## src/internet_checksum_engine_macros.svh

```systemverilog
// Assertion macros shared by the checksum engine's modules.
`ifndef INTERNET_CHECKSUM_ENGINE_MACROS_SVH
`define INTERNET_CHECKSUM_ENGINE_MACROS_SVH

// A property checked at every rising clock edge outside reset.
`define ICE_ASSERT(label, clk, rst, prop, msg) \
   label: assert property (@(posedge clk) disable iff (rst) (prop)) else $error(msg);

// A condition that must never hold outside reset.
`define ICE_NEVER(label, clk, rst, cond, msg) \
   label: assert property (@(posedge clk) disable iff (rst) !(cond)) else $error(msg);

`endif

```

## src/icse_pkg.sv

```systemverilog
// Types, constants and helper functions of the Internet checksum engine.
package icse_pkg;

   // Checksum mode of a packet.
   typedef enum logic [1:0] {
      MODE_PLAIN = 2'd0,
      MODE_IPV4  = 2'd1,
      MODE_TCP   = 2'd2,
      MODE_UDP   = 2'd3
   } mode_type;

   localparam logic [15:0] PROTO_TCP     = 16'h0006;
   localparam logic [15:0] PROTO_UDP     = 16'h0011;
   localparam logic [15:0] IPV4_CSUM_POS = 16'd10;
   localparam logic [15:0] ALL_ONES      = 16'hFFFF;

   // Default depth of the queue between the front and back parts.
   localparam int QUEUE_DEPTH = 4;

   // Width of the wide term sum: up to seven 16-bit words.
   localparam int TERM_W = 19;

   // One packet byte as it arrives.
   typedef struct packed {
      mode_type    mode;
      logic [7:0]  data_byte;
      logic [31:0] src_addr;
      logic [31:0] dst_addr;
      logic        last;
   } req_type;

   // One finished packet result.
   typedef struct packed {
      logic [15:0] checksum;
      logic [15:0] byte_count;
   } rsp_type;

   // Work handed from the front part to the back part, one per byte.
   typedef struct packed {
      logic        first;
      logic        last;
      logic        udp;
      logic [15:0] term;
      logic [15:0] byte_count;
   } work_type;

   // Ones-complement add of two 16-bit words with end-around carry.
   function automatic logic [15:0] oc_add(input logic [15:0] a, input logic [15:0] b);
      logic [16:0] s;
      s = {1'b0, a} + {1'b0, b};
      return s[15:0] + {15'd0, s[16]};
   endfunction

   // Fold a wide sum back to 16 bits with end-around carries.
   function automatic logic [15:0] oc_fold(input logic [TERM_W-1:0] x);
      logic [16:0] f;
      f = {1'b0, x[15:0]} + {14'd0, x[TERM_W-1:16]};
      return f[15:0] + {15'd0, f[16]};
   endfunction

endpackage

```

## src/icse_queue.sv

```systemverilog
// Short first-in first-out queue of work entries between front and back.
`include "internet_checksum_engine_macros.svh"

module icse_queue #(
   parameter int Depth = icse_pkg::QUEUE_DEPTH
) (
   input  logic               clock,
   input  logic               reset,
   input  logic               push,
   input  icse_pkg::work_type wr_data,
   output logic               full,
   input  logic               pop,
   output icse_pkg::work_type rd_data,
   output logic               empty
);

   localparam int PtrW = (Depth > 1) ? $clog2(Depth) : 1;
   localparam int CntW = $clog2(Depth + 1);

   icse_pkg::work_type entries_ff [Depth];
   logic [PtrW-1:0] wr_ptr_ff, wr_ptr_in;
   logic [PtrW-1:0] rd_ptr_ff, rd_ptr_in;
   logic [CntW-1:0] count_ff, count_in;
   logic            do_push;
   logic            do_pop;

   assign full    = (count_ff == CntW'(Depth));
   assign empty   = (count_ff == '0);
   assign do_push = push && !full;
   assign do_pop  = pop && !empty;
   assign rd_data = entries_ff[rd_ptr_ff];

   // Pointer and fill count updates.
   always_comb begin
      wr_ptr_in = wr_ptr_ff;
      rd_ptr_in = rd_ptr_ff;
      count_in  = count_ff;
      if (do_push) begin
         wr_ptr_in = (wr_ptr_ff == PtrW'(Depth - 1)) ? '0 : wr_ptr_ff + PtrW'(1);
      end
      if (do_pop) begin
         rd_ptr_in = (rd_ptr_ff == PtrW'(Depth - 1)) ? '0 : rd_ptr_ff + PtrW'(1);
      end
      if (do_push && !do_pop) begin
         count_in = count_ff + CntW'(1);
      end else if (do_pop && !do_push) begin
         count_in = count_ff - CntW'(1);
      end
   end

   always_ff @(posedge clock) begin
      if (reset) begin
         wr_ptr_ff <= '0;
         rd_ptr_ff <= '0;
         count_ff  <= '0;
      end else begin
         wr_ptr_ff <= wr_ptr_in;
         rd_ptr_ff <= rd_ptr_in;
         count_ff  <= count_in;
      end
   end

   // Entry storage needs no reset.
   always_ff @(posedge clock) begin
      if (do_push) begin
         entries_ff[wr_ptr_ff] <= wr_data;
      end
   end

   `ICE_NEVER(a_count_bound, clock, reset, count_ff > CntW'(Depth), "queue count exceeds depth")
   `ICE_ASSERT(a_push_grows, clock, reset, (do_push && !do_pop) |=> (count_ff == $past(count_ff) + CntW'(1)), "push without pop did not grow the queue")
   `ICE_ASSERT(a_pop_shrinks, clock, reset, (do_pop && !do_push) |=> (count_ff == $past(count_ff) - CntW'(1)), "pop without push did not shrink the queue")

endmodule

```

## src/icse_front.sv

```systemverilog
// Front part: accepts bytes, pairs them into words and forms one sum term per byte.
module icse_front (
   input  logic               clock,
   input  logic               reset,
   input  logic               req_push,
   input  icse_pkg::req_type  req_data,
   input  logic               q_full,
   output logic               q_push,
   output icse_pkg::work_type q_data
);

   logic        mid_ff, mid_in;
   logic        odd_ff, odd_in;
   logic [7:0]  held_ff, held_in;
   logic [15:0] count_ff, count_in;

   logic                        first;
   logic                        odd;
   logic                        pseudo;
   logic                        blank;
   logic [15:0]                 pos;
   logic [15:0]                 new_count;
   logic [7:0]                  b;
   logic [15:0]                 word;
   logic [15:0]                 proto;
   logic [icse_pkg::TERM_W-1:0] addr_term;
   logic [icse_pkg::TERM_W-1:0] len_term;
   logic [icse_pkg::TERM_W-1:0] term_wide;

   assign q_push = req_push && !q_full;

   // Position of this byte within its packet, and the IPv4 checksum field blanking.
   always_comb begin
      first     = !mid_ff;
      pos       = first ? 16'd0 : count_ff;
      odd       = first ? 1'b0 : odd_ff;
      new_count = pos + 16'd1;
      pseudo    = (req_data.mode == icse_pkg::MODE_TCP) || (req_data.mode == icse_pkg::MODE_UDP);
      blank     = (req_data.mode == icse_pkg::MODE_IPV4) &&
                  ((pos == icse_pkg::IPV4_CSUM_POS) ||
                   (pos == icse_pkg::IPV4_CSUM_POS + 16'd1));
      b         = blank ? 8'd0 : req_data.data_byte;
   end

   // Word completed by this byte, or the zero-padded final odd byte.
   always_comb begin
      if (odd) begin
         word = {held_ff, b};
      end else if (req_data.last) begin
         word = {b, 8'd0};
      end else begin
         word = 16'd0;
      end
   end

   // Pseudo-header terms: addresses and protocol on the first byte, length on the last.
   always_comb begin
      proto     = (req_data.mode == icse_pkg::MODE_TCP) ? icse_pkg::PROTO_TCP
                                                        : icse_pkg::PROTO_UDP;
      addr_term = '0;
      len_term  = '0;
      if (first && pseudo) begin
         addr_term = icse_pkg::TERM_W'(req_data.src_addr[31:16]) +
                     icse_pkg::TERM_W'(req_data.src_addr[15:0]) +
                     icse_pkg::TERM_W'(req_data.dst_addr[31:16]) +
                     icse_pkg::TERM_W'(req_data.dst_addr[15:0]) +
                     icse_pkg::TERM_W'(proto);
      end
      if (req_data.last && pseudo) begin
         len_term = icse_pkg::TERM_W'(new_count);
      end
      term_wide = icse_pkg::TERM_W'(word) + addr_term + len_term;
   end

   // Work entry for the back part.
   always_comb begin
      q_data.first      = first;
      q_data.last       = req_data.last;
      q_data.udp        = (req_data.mode == icse_pkg::MODE_UDP);
      q_data.term       = icse_pkg::oc_fold(term_wide);
      q_data.byte_count = new_count;
   end

   // Packet tracking state.
   always_comb begin
      mid_in   = mid_ff;
      odd_in   = odd_ff;
      held_in  = held_ff;
      count_in = count_ff;
      if (q_push) begin
         if (req_data.last) begin
            mid_in   = 1'b0;
            odd_in   = 1'b0;
            count_in = 16'd0;
         end else begin
            mid_in   = 1'b1;
            odd_in   = !odd;
            held_in  = b;
            count_in = new_count;
         end
      end
   end

   always_ff @(posedge clock) begin
      if (reset) begin
         mid_ff   <= 1'b0;
         odd_ff   <= 1'b0;
         count_ff <= 16'd0;
      end else begin
         mid_ff   <= mid_in;
         odd_ff   <= odd_in;
         count_ff <= count_in;
      end
   end

   always_ff @(posedge clock) begin
      held_ff <= held_in;
   end

endmodule

```

## src/icse_back.sv

```systemverilog
// Back part: accumulates the ones-complement sum and holds the finished result.
`include "internet_checksum_engine_macros.svh"

module icse_back (
   input  logic               clock,
   input  logic               reset,
   input  logic               q_empty,
   input  icse_pkg::work_type q_data,
   output logic               q_pop,
   output logic               rsp_empty,
   input  logic               rsp_pop,
   output icse_pkg::rsp_type  rsp_data
);

   logic [15:0]       acc_ff, acc_in;
   logic              out_valid_ff, out_valid_in;
   icse_pkg::rsp_type out_ff, out_in;

   logic        slot_free;
   logic        go;
   logic [15:0] sum;
   logic [15:0] ck;

   // A final entry waits until the result register can take it.
   assign slot_free = !out_valid_ff || rsp_pop;
   assign go        = !q_empty && (!q_data.last || slot_free);
   assign q_pop     = go;
   assign rsp_empty = !out_valid_ff;
   assign rsp_data  = out_ff;

   // Sum update and final complement.
   always_comb begin
      sum = icse_pkg::oc_add(q_data.first ? 16'd0 : acc_ff, q_data.term);
      ck  = ~sum;
      if (q_data.udp && (ck == 16'd0)) begin
         ck = icse_pkg::ALL_ONES;
      end
   end

   always_comb begin
      acc_in       = acc_ff;
      out_in       = out_ff;
      out_valid_in = out_valid_ff;
      if (rsp_pop) begin
         out_valid_in = 1'b0;
      end
      if (go) begin
         acc_in = sum;
         if (q_data.last) begin
            out_in.checksum   = ck;
            out_in.byte_count = q_data.byte_count;
            out_valid_in      = 1'b1;
         end
      end
   end

   always_ff @(posedge clock) begin
      if (reset) begin
         acc_ff       <= 16'd0;
         out_valid_ff <= 1'b0;
      end else begin
         acc_ff       <= acc_in;
         out_valid_ff <= out_valid_in;
      end
   end

   always_ff @(posedge clock) begin
      out_ff <= out_in;
   end

   `ICE_ASSERT(a_result_from_last, clock, reset, (out_valid_ff && !$past(out_valid_ff)) |-> $past(go && q_data.last), "result appeared without a final entry")
   `ICE_NEVER(a_no_overwrite, clock, reset, go && q_data.last && out_valid_ff && !rsp_pop, "waiting result overwritten")

endmodule

```

## src/internet_checksum_engine.sv

```systemverilog
// A result is shown once its packet's last byte has passed through the queue into the result register.
// One byte per cycle while the queue is not full, set by the single end-around add in the back part.
// While a result waits, the final entry behind it holds the queue; bytes enter until it fills.
// Reset is synchronous and active high; it clears packet tracking, queue and result.
// After reset the engine waits for the first byte of a packet.
module internet_checksum_engine #(
   parameter int QueueDepth = icse_pkg::QUEUE_DEPTH
) (
   input  logic              clock,
   input  logic              reset,
   input  logic              req_push,
   input  icse_pkg::req_type req_data,
   output logic              req_full,
   output logic              rsp_empty,
   input  logic              rsp_pop,
   output icse_pkg::rsp_type rsp_data
);

   logic               q_push;
   logic               q_full;
   logic               q_pop;
   logic               q_empty;
   icse_pkg::work_type q_wr_data;
   icse_pkg::work_type q_rd_data;

   assign req_full = q_full;

   // Byte intake and term forming.
   icse_front u_front (
      .clock    (clock),
      .reset    (reset),
      .req_push (req_push),
      .req_data (req_data),
      .q_full   (q_full),
      .q_push   (q_push),
      .q_data   (q_wr_data)
   );

   // Queue between the two parts.
   icse_queue #(
      .Depth (QueueDepth)
   ) u_queue (
      .clock   (clock),
      .reset   (reset),
      .push    (q_push),
      .wr_data (q_wr_data),
      .full    (q_full),
      .pop     (q_pop),
      .rd_data (q_rd_data),
      .empty   (q_empty)
   );

   // Accumulation and result register.
   icse_back u_back (
      .clock     (clock),
      .reset     (reset),
      .q_empty   (q_empty),
      .q_data    (q_rd_data),
      .q_pop     (q_pop),
      .rsp_empty (rsp_empty),
      .rsp_pop   (rsp_pop),
      .rsp_data  (rsp_data)
   );

endmodule
```

## config.mk

```make
export PLATFORM = sky130hd
export DESIGN_NAME = internet_checksum_engine
export DESIGN_NICKNAME = d
export VERILOG_FILES = /design/src/icse_pkg.sv /design/src/icse_queue.sv /design/src/icse_front.sv /design/src/icse_back.sv /design/src/internet_checksum_engine.sv
export VERILOG_INCLUDE_DIRS = /design/src /design/src/src
export SDC_FILE = /design/constraint.sdc
export NUM_CORES = 1
export LEC_CHECK = 0
export ABC_AREA = 1
export BUFFER_PORTS_ARGS = -buffer_cell sky130_fd_sc_hd__buf_2
export CORE_AREA = 10 10 192 194
export DETAILED_ROUTE_END_ITERATION = 8
export DIE_AREA = 0 0 202 204
export HOLD_SLACK_MARGIN = 0.06
export SYNTH_ARGS = -nofsm -noshare
export SYNTH_HDL_FRONTEND = slang
export SYNTH_SLANG_ARGS = --single-unit
```

## constraint.sdc

```tcl
create_clock -name clock -period 11.37 [get_ports clock]
set_clock_uncertainty 0.05 [all_clocks]
set_input_delay 3.411 -clock clock [delete_from_list [all_inputs] [get_ports clock]]
set_output_delay 3.411 -clock clock [all_outputs]
set_load 0.02 [all_outputs]
```

==> metrics.cfg, run 1 <==
[status]
status=finished, final reports clean

[place]
dpl_cell_area_sq_um=16600
dp_hpwl_um=27200
portBuffers=112
place_congestion=0.898

[drt]
drc=0
vias=12200
drt-vias-per-instance=5.01
drt_iter0_markers=572
drt_pass1_iterations=5
postRouteAntennaNets=0
avgRoutedWirePerCell_um=14.8
routed_wl_um=35900

[setup_path]
cp-end-kind=register
critPathLaunchType=input port
crit_path_top_delay_cell=fa_2
cp_max_fo=4
crit_path_max_incr_delay_ps=530
cp_data_required_time_ps=11580
crit_arrival_ps=11530
critPathKind=input port to register

[timing]
hold_viol_final=0
setup_viol=0
fin_crit_sh_pct=99.6
fmax_mhz=88.3
slew_headroom_pct=37.7
timing.setup.tns_ps=0
timing.hold.ws_ps=406
period_minus_slack_ps=11320
tightest_slew_ps=929
slew_viol_final=0
grt_setup_unrepaired=true

[yosys]
synth_common_cells=nand2_1, inv_1, nor2_1
synth_top_area_share_pct=36.9
synth_area_sq_um=14600
synth-seq-cells=224
synth_edf_count=180
postSynth.asyncResetShare_pct=0
synthTopCellsByArea=edfxtp_1, nand2_1, ha_1
yosysUniqueCellTypes=48
yosys.area.top_type=edfxtp_1
syn_avg_cell_area_sq_um=8.36
synth_nets=1964
yosysWarningCount=0
syn_inst=1751
ys_seq_area_share_pct=42.9
yosysMostFrequentCell=nand2_1
synth_flop_cell=edfxtp_1

[global_route]
antenna_found_initial=2
grt_max_degree=72
grtUsageTotal_pct=17.1
grt_pass1_vias=12000
grt_overflow=0
grt_pass1_wl_um=58900

[floorplanning]
die_y_um=204
dieWidth_um=202
rows=67
fp.coreArea_sq_um=33100
io_pins=113
die_area_sq_um=41200
initial_core_util_pct=44.2

[clock_tree]
cts_num_sinks=224
h-tree-depth=1
cts_tree=yes
insertion_delay_ps=500
cts_buffer_depth=3
clk_pin_slew_ps=70
clockRootBuffer=clkbuf_16
cts_buffers=22

[finish]
nets=2176
drive_gt1_share_pct=20.4
fin_area_sq_um=17700
area_delta_synth_final_pct=20.9

[power_and_ir_drop]
power.density_nw_per_um2=254
leakagePower_nw=7.97
vdd_drop_max_mv=0.139

[run]
maxCapViolations=0

[worst_hold_path]
hp-class=register to register

[critical path, delay by kind of cell]
family / cells / cell delay (ps)
xor+xnor: 1 / 130
fa+ha+maj: 11 / 3710
compound gates: 6 / 870
buf+inv: 8 / 360
simple gates: 29 / 3050
[through the flow]
step / power, mW / util, % / worst slack, ps / std cells
2_1_floorplan: 2.93 / - / 0.752 / 1751
3_3_place_gp: 3.63 / 50.0 / -346 / 2380
3_5_place_dp: 3.66 / 50.0 / -529 / 2380
4_1_cts: 4.41 / 52.3 / 4.67 / 2420
5_1_grt: 4.91 / 53.5 / -538 / 2429
6_report: 4.49 / 53.5 / 46.2 / 2429
[cell usage in the layout (no fill, tap or decap), types with 17 or more instances in the layout]
| cell | netlist | final |
|---|---|---|
| nand4_1 | 28 | 28 |
| clkbuf_16 | 0 | 23 |
| nand2_2 | 19 | 27 |
| a21oi_1 | 81 | 71 |
| inv_1 | 257 | 245 |
| edfxtp_1 | 180 | 180 |
| buf_2 | 1 | 110 |
| fa_1 | 41 | 38 |
| nor2_1 | 192 | 177 |
| buf_4 | 0 | 112 |
| o21ai_0 | 133 | 117 |
| ha_1 | 93 | 76 |
| o22ai_1 | 35 | 35 |
| nor2_2 | 11 | 17 |
| nand3_1 | 82 | 72 |
| nand2_1 | 385 | 376 |
| dfxtp_1 | 44 | 43 |
| xor2_1 | 31 | 29 |
[power breakdown]
group          internal, mW  total [mW]  switching [mW]
Clock                 0.439       0.739           0.301
Sequential             1.17        1.22          0.0447
Combinational         0.884        2.54            1.65
[flip-flops by register name (all words and copies together) (netlist names), 2 cells and up, named ones only]
signal	flops
u_queue.count_ff	3
u_front.count_ff	16
u_back.rsp_data	32
u_queue.rd_ptr_ff	2
u_front.held_ff	8
u_queue.entries_ff	140
u_back.acc_ff	16
u_queue.wr_ptr_ff	2
[routing by layer]
metal,part of all wire (%),vias to the layer above,global-route usage (%)
met3,3.8,36,1.81
met2,49,198,30.5
met4,1.7,0,3.89
li1,-,6219,-
met5,0,-,0
met1,46,5710,21.9
[final timing paths]
check / from / end / slack (ps) / depth (start not counted)
worst max register to register: u_front.mid_ff / u_queue.entries_ff[0][29] / 3160 / 46
worst min register to register: u_back.acc_ff[1] / u_back.acc_ff[1] / 410 / 2
worst max-delay path: req_data[49] / u_queue.entries_ff[0][29] / 50 / 55
worst min-delay path: u_back.acc_ff[1] / u_back.acc_ff[1] / 410 / 2
[area by class of cell]
type / count / area (sq um)
Fill cell: 3084 / 15400
Multi-Input combinational cell: 1225 / 7680
Sequential cell: 224 / 6290
Timing Repair Buffer: 225 / 1430
Inverter: 265 / 1000
Clock buffer: 24 / 579
Tap cell: 448 / 561
Clock inverter: 16 / 164
Antenna cell: 2 / 5.00
[cell families after synthesis]
kind of cell,count (synthesis),share of synthesized area (%)
simple gates,747,21.5
fa+ha+maj,134,13.6
xor+xnor,48,2.92
buf+inv,302,7.80
compound gates,296,11.3
flops,224,42.9
[what timing repair did]
item / in CTS / in global routing
gates cloned: 0 / 0
setup endpoints to repair: 12 / 56
pin swaps: 0 / 59
buffers inserted: 0 / 8
hold buffers: 0 / 0
resized for setup: 2 / 96
(Power assumes the default switching activity.)
==> run 2, diff against run 1 <==
--- a/config.mk
+++ b/config.mk
@@ -7,7 +7,7 @@
 export NUM_CORES = 1
 export LEC_CHECK = 0
 export ABC_AREA = 1
-export BUFFER_PORTS_ARGS = -buffer_cell sky130_fd_sc_hd__buf_2
+export BUFFER_PORTS_ARGS = -buffer_cell sky130_fd_sc_hd__buf_4
 export CORE_AREA = 10 10 192 194
 export DETAILED_ROUTE_END_ITERATION = 8
 export DIE_AREA = 0 0 202 204
==> metrics.cfg, run 2 (synthesized netlist as in run 1, its figures left out) <==
[status]
status=finished, final reports clean

[setup_path]
path_common_cell=nor2_2
timing.rr.end=u_queue.entries_ff[3][28]
crit_arrival_ps=11480
critPathLaunchType=input port
r2r_setup_slack_ps=3130
cp_max_fo=4
crit_path_top_delay_cell=fa_2
reg2reg_from=u_front.mid_ff
crit_path_max_incr_delay_ps=530
cp-end-kind=register
r2r_cells=47
cp_data_required_time_ps=11570
critPathKind=input port to register

[drt]
drc=0
postRouteAntennaNets=0
routed_wl_um=36900
drt_pass1_iterations=5
drt_iter0_markers=686
vias=12300
drt-vias-per-instance=5.01
avgRoutedWirePerCell_um=15.0

[timing]
slew_headroom_pct=38.0
grt_setup_unrepaired=true
period_minus_slack_ps=11280
tightest_slew_ps=924
slew_viol_final=0
hold_viol_final=0
setup_viol=0
fin_crit_sh_pct=99.2
timing.setup.tns_ps=0
fmax_mhz=88.7

[clock_tree]
cts_buffers=23
cts_num_sinks=224
insertion_delay_ps=500
holdBufCountCts=0
h-tree-depth=1
clk_pin_slew_ps=60
cts_tree=yes
cts_buffer_depth=3
clockRootBuffer=clkbuf_16

[place]
dp_hpwl_um=27600
portBuffers=112
place_congestion=0.905

[finish]
num_antenna_cells=0
final_common_cell=nand2_1
drive_gt1_share_pct=22.6
area_delta_synth_final_pct=25.2
largest_register_ffs=140
fillers=3058
largest-register=u_queue.entries_ff
final_cell_mix=nand2_1, buf_4, inv_1, edfxtp_1, nor2_1
nets=2202

[power_and_ir_drop]
leakagePower_nw=8.25
vdd_drop_max_mv=0.137
power.density_nw_per_um2=252
total_power_mw=4.62

[worst_hold_path]
holdPathEnd=u_back.acc_ff[1]
hp-class=register to register
holdPathStages=2
hold_path.startpoint=u_back.acc_ff[1]

[floorplanning]
io_pins=113
rows=67
die_y_um=204
initial_core_util_pct=44.2
fp.coreArea_sq_um=33100
dieWidth_um=202
die_area_sq_um=41200

[global_route]
grt_pass1_vias=12200
grt_max_degree=72
antenna_found_initial=0
grt_overflow=0
grtUsageTotal_pct=17.5
grt_pass1_wl_um=60000

[run]
maxCapViolations=0

==> run 2: critical path, delay by kind of cell <==
kind	cells	cell delay, ps
buffers and inverters	9	460
XOR/XNOR	2	300
AO/OA/AOI/OAI	6	820
adder cells (fa/ha/maj)	12	3790
AND/OR/NAND/NOR	26	2730
==> run 2: worst max path at each step <==
stage	cells past startpoint	endpoint	from	slack, ps
3_3_place_gp	55	u_queue.entries_ff[1][28]	req_data[33]	-350
2_1_floorplan	54	u_queue.entries_ff[0][28]	req_data[33]	0.8
5_1_grt	55	u_queue.entries_ff[2][28]	req_data[33]	-470
6_report	55	u_queue.entries_ff[3][28]	req_data[33]	90
4_1_cts	55	u_queue.entries_ff[3][29]	req_data[33]	10
3_5_place_dp	55	u_queue.entries_ff[3][29]	req_data[33]	-570
==> run 2: power by group <==
part | internal, mW | switching (mW)
Clock | 0.464 | 0.299
Sequential | 1.17 | 0.0487
Combinational | 0.953 | 1.69
==> run 2: cell type report <==
cell class	instances	area [sq um]	share of cell area, %
Timing Repair Buffer	250	1880	10.3
Clock buffer	30	642	3.50
Inverter	265	997	5.44
Multi-Input combinational cell	1225	7830	42.7
Clock inverter	11	130	0.710
Tap cell	448	561	3.06
Sequential cell	224	6290	34.3
==> run 2: layer usage <==
layer	global-route usage [%]	vias to the layer above	wire, um
li1	-	6265	-
met1	22.1	5814	16800
met2	31.9	175	18300
met3	1.82	40	1240
met4	3.25	0	566
met5	0	-	0
==> run 2: metrics by stage <==
step,hold slack [ps],instance area [sq um],utilization (%),instances,setup WS [ps]
after floorplan,380,14700,-,1751,0.752
after global placement,393,16800,50.9,2381,-354
after detailed placement,401,16800,50.9,2381,-566
after CTS,408,17800,53.8,2446,10.5
after global routing,437,18300,55.4,2453,-472
final,413,18300,55.4,2453,91.0
==> run 2: repair_timing <==
item,4_1_cts,5_1_grt
gates resized for setup,8,122
endpoints found under the setup margin,12,56
buffers inserted,24,8
pin swaps,18,68
